$ cat config.mk
export PLATFORM = sky130hd
export DESIGN_NAME = bsde_div
export DESIGN_NICKNAME = d
export VERILOG_FILES = /design/src/bspline_de_boor_evaluator_unit_macros.svh /design/src/bsde_pkg.sv /design/src/bsde_div.sv
export SDC_FILE = /design/constraint.sdc
export NUM_CORES = 1
export LEC_CHECK = 0
export ABC_CLOCK_PERIOD_IN_PS = 3000
export BUFFER_PORTS_ARGS = -buffer_cell sky130_fd_sc_hd__buf_4
export CORE_AREA = 2 2 113 115
export DETAILED_ROUTE_END_ITERATION = 12
export DIE_AREA = 0 0 115 117
export GPL_TIMING_DRIVEN = 0
export PLACE_DENSITY = 0.8
export SYNTH_ARGS = -nofsm -noshare
export SYNTH_HDL_FRONTEND = slang
export SYNTH_SLANG_ARGS = --single-unit
$ cat constraint.sdc
create_clock -name clk -period 3 [get_ports clk]
set_clock_uncertainty 0.1 [all_clocks]
set_input_delay 0.15 -clock clk [delete_from_list [all_inputs] [get_ports clk]]
set_output_delay 0.15 -clock clk [all_outputs]
set_load 0.01 [all_outputs]
$ cat src/bspline_de_boor_evaluator_unit_macros.svh
// Assertion macros used by the top RTL file of the evaluator.
`ifndef BSPLINE_DE_BOOR_EVALUATOR_UNIT_MACROS_SVH
`define BSPLINE_DE_BOOR_EVALUATOR_UNIT_MACROS_SVH
`ifndef SYNTHESIS
// Same-cycle implication, checked outside reset.
`define BSDE_ASSERT_NOW(lbl, ant, cons) \
  lbl: assert property (@(posedge clk) disable iff (!rst_n) (ant) |-> (cons)) \
    else $error("assertion failed");
// Next-cycle implication, checked outside reset.
`define BSDE_ASSERT_NEXT(lbl, ant, cons) \
  lbl: assert property (@(posedge clk) disable iff (!rst_n) (ant) |=> (cons)) \
    else $error("assertion failed");
`else
`define BSDE_ASSERT_NOW(lbl, ant, cons)
`define BSDE_ASSERT_NEXT(lbl, ant, cons)
`endif
`endif

$ cat src/bsde_pkg.sv
`default_nettype none
package bsde_pkg;

  localparam int MAX_KNOTS_DEF  = 256;
  localparam int MAX_DEGREE_DEF = 5;
  localparam int FRAC_BITS_DEF  = 16;

  localparam logic [1:0] KIND_KNOT = 2'd0;
  localparam logic [1:0] KIND_COEF = 2'd1;
  localparam logic [1:0] KIND_EVAL = 2'd2;

  localparam logic REG_DEGREE    = 1'b0;
  localparam logic REG_LAST_KNOT = 1'b1;

  localparam logic [2:0] DEGREE_RESET    = 3'd2;
  localparam logic [7:0] LAST_KNOT_RESET = 8'd2;

  typedef struct packed {
    logic [1:0]         kind;
    logic [7:0]         slot;
    logic signed [31:0] value;
  } in_beat_t;

  typedef struct packed {
    logic signed [31:0] spline_value;
    logic [7:0]         interval;
    logic               status;
  } out_beat_t;

  // Handshake between the sequencer and the divider.
  typedef struct packed {
    logic go;
    logic done;
  } div_ctl_t;

endpackage
`default_nettype wire

$ cat src/bsde_div.sv
`default_nettype none
// Restoring unsigned divider, one quotient bit per cycle.
module bsde_div #(
  parameter int FRAC_BITS = bsde_pkg::FRAC_BITS_DEF
) (
  input  wire logic                    clk,
  input  wire logic                    rst_n,
  input  wire logic                    go,
  input  wire logic [33+FRAC_BITS-1:0] dvd,
  input  wire logic [32:0]             dsr,
  output bsde_pkg::div_ctl_t           ctl,
  output logic [33+FRAC_BITS-1:0]      quo
);
  import bsde_pkg::*;

  localparam int NB = 33 + FRAC_BITS;
  localparam int CW = $clog2(NB + 1);

  logic [NB-1:0] q_r, q_nxt;
  logic [32:0]   rem_r, rem_nxt;
  logic [32:0]   dsr_r;
  logic [CW-1:0] cnt_r, cnt_nxt;
  logic          run_r, run_nxt;
  logic          done_r, done_nxt;
  logic [33:0]   trial;

  always_comb begin
    q_nxt    = q_r;
    rem_nxt  = rem_r;
    cnt_nxt  = cnt_r;
    run_nxt  = run_r;
    done_nxt = 1'b0;
    trial    = {rem_r, q_r[NB-1]} - {1'b0, dsr_r};
    if (go) begin
      q_nxt   = dvd;
      rem_nxt = '0;
      cnt_nxt = CW'(NB);
      run_nxt = 1'b1;
    end else if (run_r) begin
      if (!trial[33]) begin
        rem_nxt = trial[32:0];
      end else begin
        rem_nxt = {rem_r[31:0], q_r[NB-1]};
      end
      q_nxt   = {q_r[NB-2:0], ~trial[33]};
      cnt_nxt = cnt_r - 1'b1;
      if (cnt_r == CW'(1)) begin
        run_nxt  = 1'b0;
        done_nxt = 1'b1;
      end
    end
  end

  always_ff @(posedge clk) begin
    if (!rst_n) begin
      run_r  <= 1'b0;
      done_r <= 1'b0;
      cnt_r  <= '0;
    end else begin
      run_r  <= run_nxt;
      done_r <= done_nxt;
      cnt_r  <= cnt_nxt;
    end
    q_r   <= q_nxt;
    rem_r <= rem_nxt;
    if (go) begin
      dsr_r <= dsr;
    end
  end

  assign ctl.go   = go;
  assign ctl.done = done_r;
  assign quo      = q_r;
endmodule
`default_nettype wire

==> results of run 1 <==
-- cell families (layout without fill, tap and decap cells) --
kind of cell,count (synthesis),count (layout),share of synthesized area (%)
xor+xnor,35,35,4.57
simple gates,148,148,10.3
fa+ha+maj,36,36,6.83
mux,69,69,11.2
buf+inv,64,325,3.95
flops,123,123,48.9
compound gates,133,133,14.2
-- path summary, 6_finish.rpt --
kind / to / cells after the start
setup / recovery: rem_r[30] / 11
setup reg to reg: rem_r[30] / 11
hold / removal: dsr_r[11] / 1
hold reg to reg: rem_r[3] / 2
-- power by group through the flow --
stage               Combinational (W)  Sequential [W]  Clock [W]
floorplan                    0.000633         0.00212          0
global placement             0.000981         0.00210          0
detailed placement            0.00102         0.00211          0
CTS                           0.00113         0.00208    0.00204
global route                  0.00132         0.00210    0.00213
finish                        0.00122         0.00209    0.00203
-- cell type report --
type,instances,area [sq um]
multi-input combinational,421,3350
sequential,123,3280
fill,733,2700
timing repair buffer,229,1950
clock buffer,18,429
tap,150,188
inverter,40,150
clock inverter,14,145
buffer,24,123
-- cells in the final DEF (no fill, tap or decap), types with 21 or more instances in the layout --
cell	synthesis	final
mux2_2	48	48
a211oi_1	24	21
edfxtp_1	82	82
inv_1	40	38
dlygate4sd3_1	0	83
buf_4	2	148
dfxtp_1	41	41
nor2_1	53	52
a21oi_1	27	23
nand2_1	43	42
ha_1	35	33
-- metrics by stage --
step	std cells	setup slack, ps	power (W)	hold WS (ps)	area (sq um)
floorplan	608	288	0.00275	149	6710
global placement	893	-218	0.00308	228	7910
detailed placement	894	-191	0.00312	229	7940
CTS	1011	-12.9	0.00524	104	9390
global route	1019	-124	0.00555	128	9610
finish	1019	6.37	0.00534	118	9610
-- sequential cells by signal, summed over array words and instances (netlist names) --
register,count
done_r,1
dsr_r,33
run_r,1
rem_r,33
quo,49
cnt_r,6
-- timing repair --
item,CTS,global route
setup endpoints to repair,24,31
pin swaps,2,14
hold buffers,83,0
endpoints found under the hold margin,88,0
gates resized for setup,8,36
gates cloned,0,1
setup buffers,2,7
-- per-layer routing --
metal	GRT usage [%]	routed length (um)	share of wire, %
met4	11.6	609	3.2
met5	0	0	0
met2	49.7	9460	50
met3	9.89	1370	7.2
met1	32.4	7510	40
==> results.cfg, run 1 <==
[status]
run_status = finished clean

[global_routing]
number_of_global_route_vias_before_repair = 5952
grt_start_max_net_pins = 49
antenna_found_initial = 0
gr-total-overflow = 0
grt_pass1_wl_um = 29400
globalRouteTotalUtil_pct = 28.6

[power_and_ir_drop]
clockPowerShare_pct = 38.0
p_per_cell_area_nw_per_um2 = 555
ir_worst_vdd_mv = 0.436
power.internal_w = 0.00381
comb_power_share_pct = 22.8
power.share.sequential_pct = 39.1
switching_portion_of_total_power_pct = 28.7
reported_leakage_power_nw = 3.96
power.switching_w = 0.00153

[floorplanning]
rows = 41
floorplan.die.height_um = 117
boundaryPins = 136
floorplan.die.width_um = 115
die_area_sq_um = 13500
fp.coreArea_sq_um = 12300
initial_core_util_pct = 54.5

[sta]
max_slew.worst_pin.slew_ps = 823
fin_tns_setup_ps = 0
rsz_0062_raised_after_global_routing = true
drv_slew = 0
setup_violations = 0
timing.slew.headroom_pct = 44.9
period_minus_slack_ps = 2990
period_share_pct = 99.8
finalHoldViolCount = 0
max_freq_mhz = 334

[clock_tree]
clock_tree.htree_level_count = 4
cts_tree = built
cts-root-to-sink-buffers = 2
cts_inserted_buffers = 17
clkTransAtPathRegs_ps = 60
clk-insertion-delay-late_ps = 430
cts-root-buf = clkbuf_16
cts.sinks = 123

[routing]
first_pass_iters = 5
drt_first_iter_violations = 426
wirelength_um = 18900
antenna_left = 0
drt_drc_violations_left = 0
wl_per_cell_um = 18.6
vias_per_instance = 5.73
vias = 5838

[logic_synthesis]
ys_seq_elements = 123
yosysTopAreaCellShare_pct = 36.7
synth.distinct_cells = 61
synth.largest_area_cell = edfxtp_1
synthesis.instances = 608
synth_enable_flop_cells = 82
syn_nets = 729
yosysMostFrequentCell = edfxtp_1
ys.flop_type = edfxtp_1
async_reset_ff_share_pct = 0
syn_area_sq_um = 6710
post_synth_most_frequent_cells = edfxtp_1, nor2_1, mux2_2
synth.area.top_cells = edfxtp_1, dfxtp_1, mux2_2, ha_1, mux2i_1
synth_area_per_cell_sq_um = 11.0
ys_seq_area_share_pct = 48.9
yosysWarningCount = 0

[finish]
design.final.nets = 977
proportion_of_layout_cells_with_a_drive_suffix_above_1_pct = 31.2
layout.core_utilization_pct = 78.1
syn_to_final_growth_pct = 43.3
num_antenna_cells = 0

[worst_setup_path]
critical-path-max-stage-delay_ps = 490
worstSetupStartpoint = dsr_r[9]
setup.reg_to_reg.worst_slack_ps = 6
critical_path.cell_chain = inv_2 -> ha_4 -> a211oi_4 -> o32ai_4 -> or4b_1 -> o21a_1 -> o211ai_2 -> nand2_2 -> a221oi_2 -> xor2_1 -> o221ai_1
cpMaxStageDelayCell = or4b_1
cp_data_arrival_time_ps = 3180
critPathTopFamily = compound AO/OA/AOI/OAI gates
startpoint_to_endpoint_class_of_the_critical_path = reg2reg
worstPathRequired_ps = 3180
crit_path_end_kind = flip-flop
bufs_and_invs_on_worst_path = 1
maximum_fanout_encountered_on_the_critical_timing_path = 6
start_kind = flip-flop
critical_path.reg2reg.startpoint = dsr_r[9]

[hold_path]
min-delay-start = go
min_path_type = in2reg

[placed_design]
io_buffers = 135
gp_routability_congestion = 0.954
dp_hpwl_um = 11800

[run]
drv.max_cap_violation_count = 0
(Power assumes the default switching activity.)
==> run 2, diff against run 1 <==
- BUFFER_PORTS_ARGS: -buffer_cell sky130_fd_sc_hd__buf_4 -> -buffer_cell sky130_fd_sc_hd__buf_2
==> run 2 against run 1 <==
Utilization shrank 1.5 points. Combinational power shrank 3%. Setup slack lost 8.8 ps. The flow now finishes with violations (setup timing). Clock-buffer cell count grew 2. Critical path depth shrank 1. Flip-flop and latch count is the same. Clock power grew 11%. Final area shrank 2.0%.
==> results.cfg, run 2 (same netlist as run 1, synthesis figures left out) <==
[sta]
max_slew.worst_pin.slew_ps = 815
finalHoldViolCount = 0
rsz_0062_raised_after_global_routing = true
setup_slack_ps = -2.46
fin_tns_setup_ps = -2.46
max_freq_mhz = 333
timing.slew.headroom_pct = 45.7
drv_slew = 0
setup_violations = 1
period_minus_slack_ps = 3000
period_share_pct = 100
worst_hold_slack_ps = 279

[global_routing]
antenna_found_initial = 0
grt_pass1_wl_um = 29000
gr-total-overflow = 0
number_of_global_route_vias_before_repair = 6006
grt_start_max_net_pins = 49
globalRouteTotalUtil_pct = 28.3

[worst_setup_path]
critical_path.cell_chain = ha_4 -> a211oi_4 -> o32ai_4 -> or4b_4 -> o21a_1 -> o211ai_2 -> nand2_2 -> a221oi_2 -> xor2_1 -> o221ai_1
worstPathRequired_ps = 3180
start_kind = flip-flop
maximum_fanout_encountered_on_the_critical_timing_path = 5
cpMaxStageDelayCell = or4b_4
startpoint_to_endpoint_class_of_the_critical_path = reg2reg
cp_data_arrival_time_ps = 3190
critical-path-max-stage-delay_ps = 500
crit_path_end_kind = flip-flop

[run]
drv.max_cap_violation_count = 0

[status]
run_status = finished with violations
violated_checks = setup timing

[clock_tree]
cts-root-to-sink-buffers = 2
clkTransAtPathRegs_ps = 60
cts-root-buf = clkbuf_16
clock_tree.htree_level_count = 4
cts_tree = built
clk-insertion-delay-late_ps = 420
cts.sinks = 123
cts_inserted_buffers = 17

[floorplanning]
rows = 41
boundaryPins = 136
floorplan.die.height_um = 117
fp.coreArea_sq_um = 12300
floorplan.die.width_um = 115
initial_core_util_pct = 54.5
die_area_sq_um = 13500

[finish]
largest_register_ffs = 49
num_antenna_cells = 0
final_non_filler_cells = 1018
syn_to_final_growth_pct = 40.5
mostFrequentLayoutCell = buf_2
proportion_of_layout_cells_with_a_drive_suffix_above_1_pct = 31.7
layout.cells.most_common_list = buf_2, dlygate4sd3_1, edfxtp_1
finish.instance_area_sq_um = 9420
design.final.nets = 976

[routing]
antenna_left = 0
first_pass_iters = 5
vias = 5846
drt_first_iter_violations = 344
drt_drc_violations_left = 0
wirelength_um = 18900
vias_per_instance = 5.74
wl_per_cell_um = 18.6

[hold_path]
min_path_type = in2reg

[placed_design]
dp_cells = 894
dp_hpwl_um = 11600
post_dp_cell_area_sq_um = 7590
io_buffers = 135
gp_routability_congestion = 0.933

[power_and_ir_drop]
ir_worst_vdd_mv = 0.511
total_power_w = 0.00551
p_per_cell_area_nw_per_um2 = 585
reported_leakage_power_nw = 3.86
run 2: critical path, delay by kind of cell, from the launching register on:
kind | cells | cell delay, ps
and+or+nand+nor | 2 | 610
AOI/OAI and AO/OA | 6 | 1280
adders and majority gates | 1 | 260
xor gates and xnor gates | 1 | 190
DFF | 1 | 420
run 2: power breakdown:
part	internal (W)	leakage, nW	switching (W)
combinational	0.000549	2.40	0.000630
sequential	0.00198	1.15	0.000101
clock	0.00149	0.306	0.000759
total	0.00403	3.86	0.00149
run 2: through the flow:
step | util (%) | worst slack (ps)
after floorplan | - | 288
after global placement | 61.5 | -423
after detailed placement | 61.7 | -166
after CTS | 74.2 | -45.9
after global routing | 76.5 | -94.1
final | 76.5 | -2.46
run 2: per-layer routing:
metal	global-route usage, %	vias to the layer above	wire (um)
met3	9.06	50	1440
met1	31.5	2798	7280
met2	50.4	268	9600
li1	-	2730	-
met4	11.3	0	580
met5	0	-	0
run 2: repair_timing:
action	in CTS	in global routing
buffers inserted	3	5
gates resized for setup	8	52
gates cloned	1	0
endpoints found under the setup margin	26	30
pin swaps	3	20
endpoints found under the hold margin	89	0
hold buffers	83	0
run 2: final cells by class:
type                            count  area, sq um
Tap cell                          150          188
Timing Repair Buffer              228         1600
Sequential cell                   123         3280
Inverter                           40          150
Clock inverter                     12          195
Fill cell                         751         2890
Clock buffer                       20          447
Buffer                             24          125
Multi-Input combinational cell    421         3440
run 2: path summary, 6_finish.rpt:
check                           startpoint         to  slack, ps  cells past startpoint
worst min register to register   rem_r[23]  rem_r[23]        410                      2
worst max-delay path              rem_r[8]  rem_r[30]         -2                     10
worst max register to register    rem_r[8]  rem_r[30]         -2                     10
worst min-delay path                    go   dsr_r[6]        280                      1
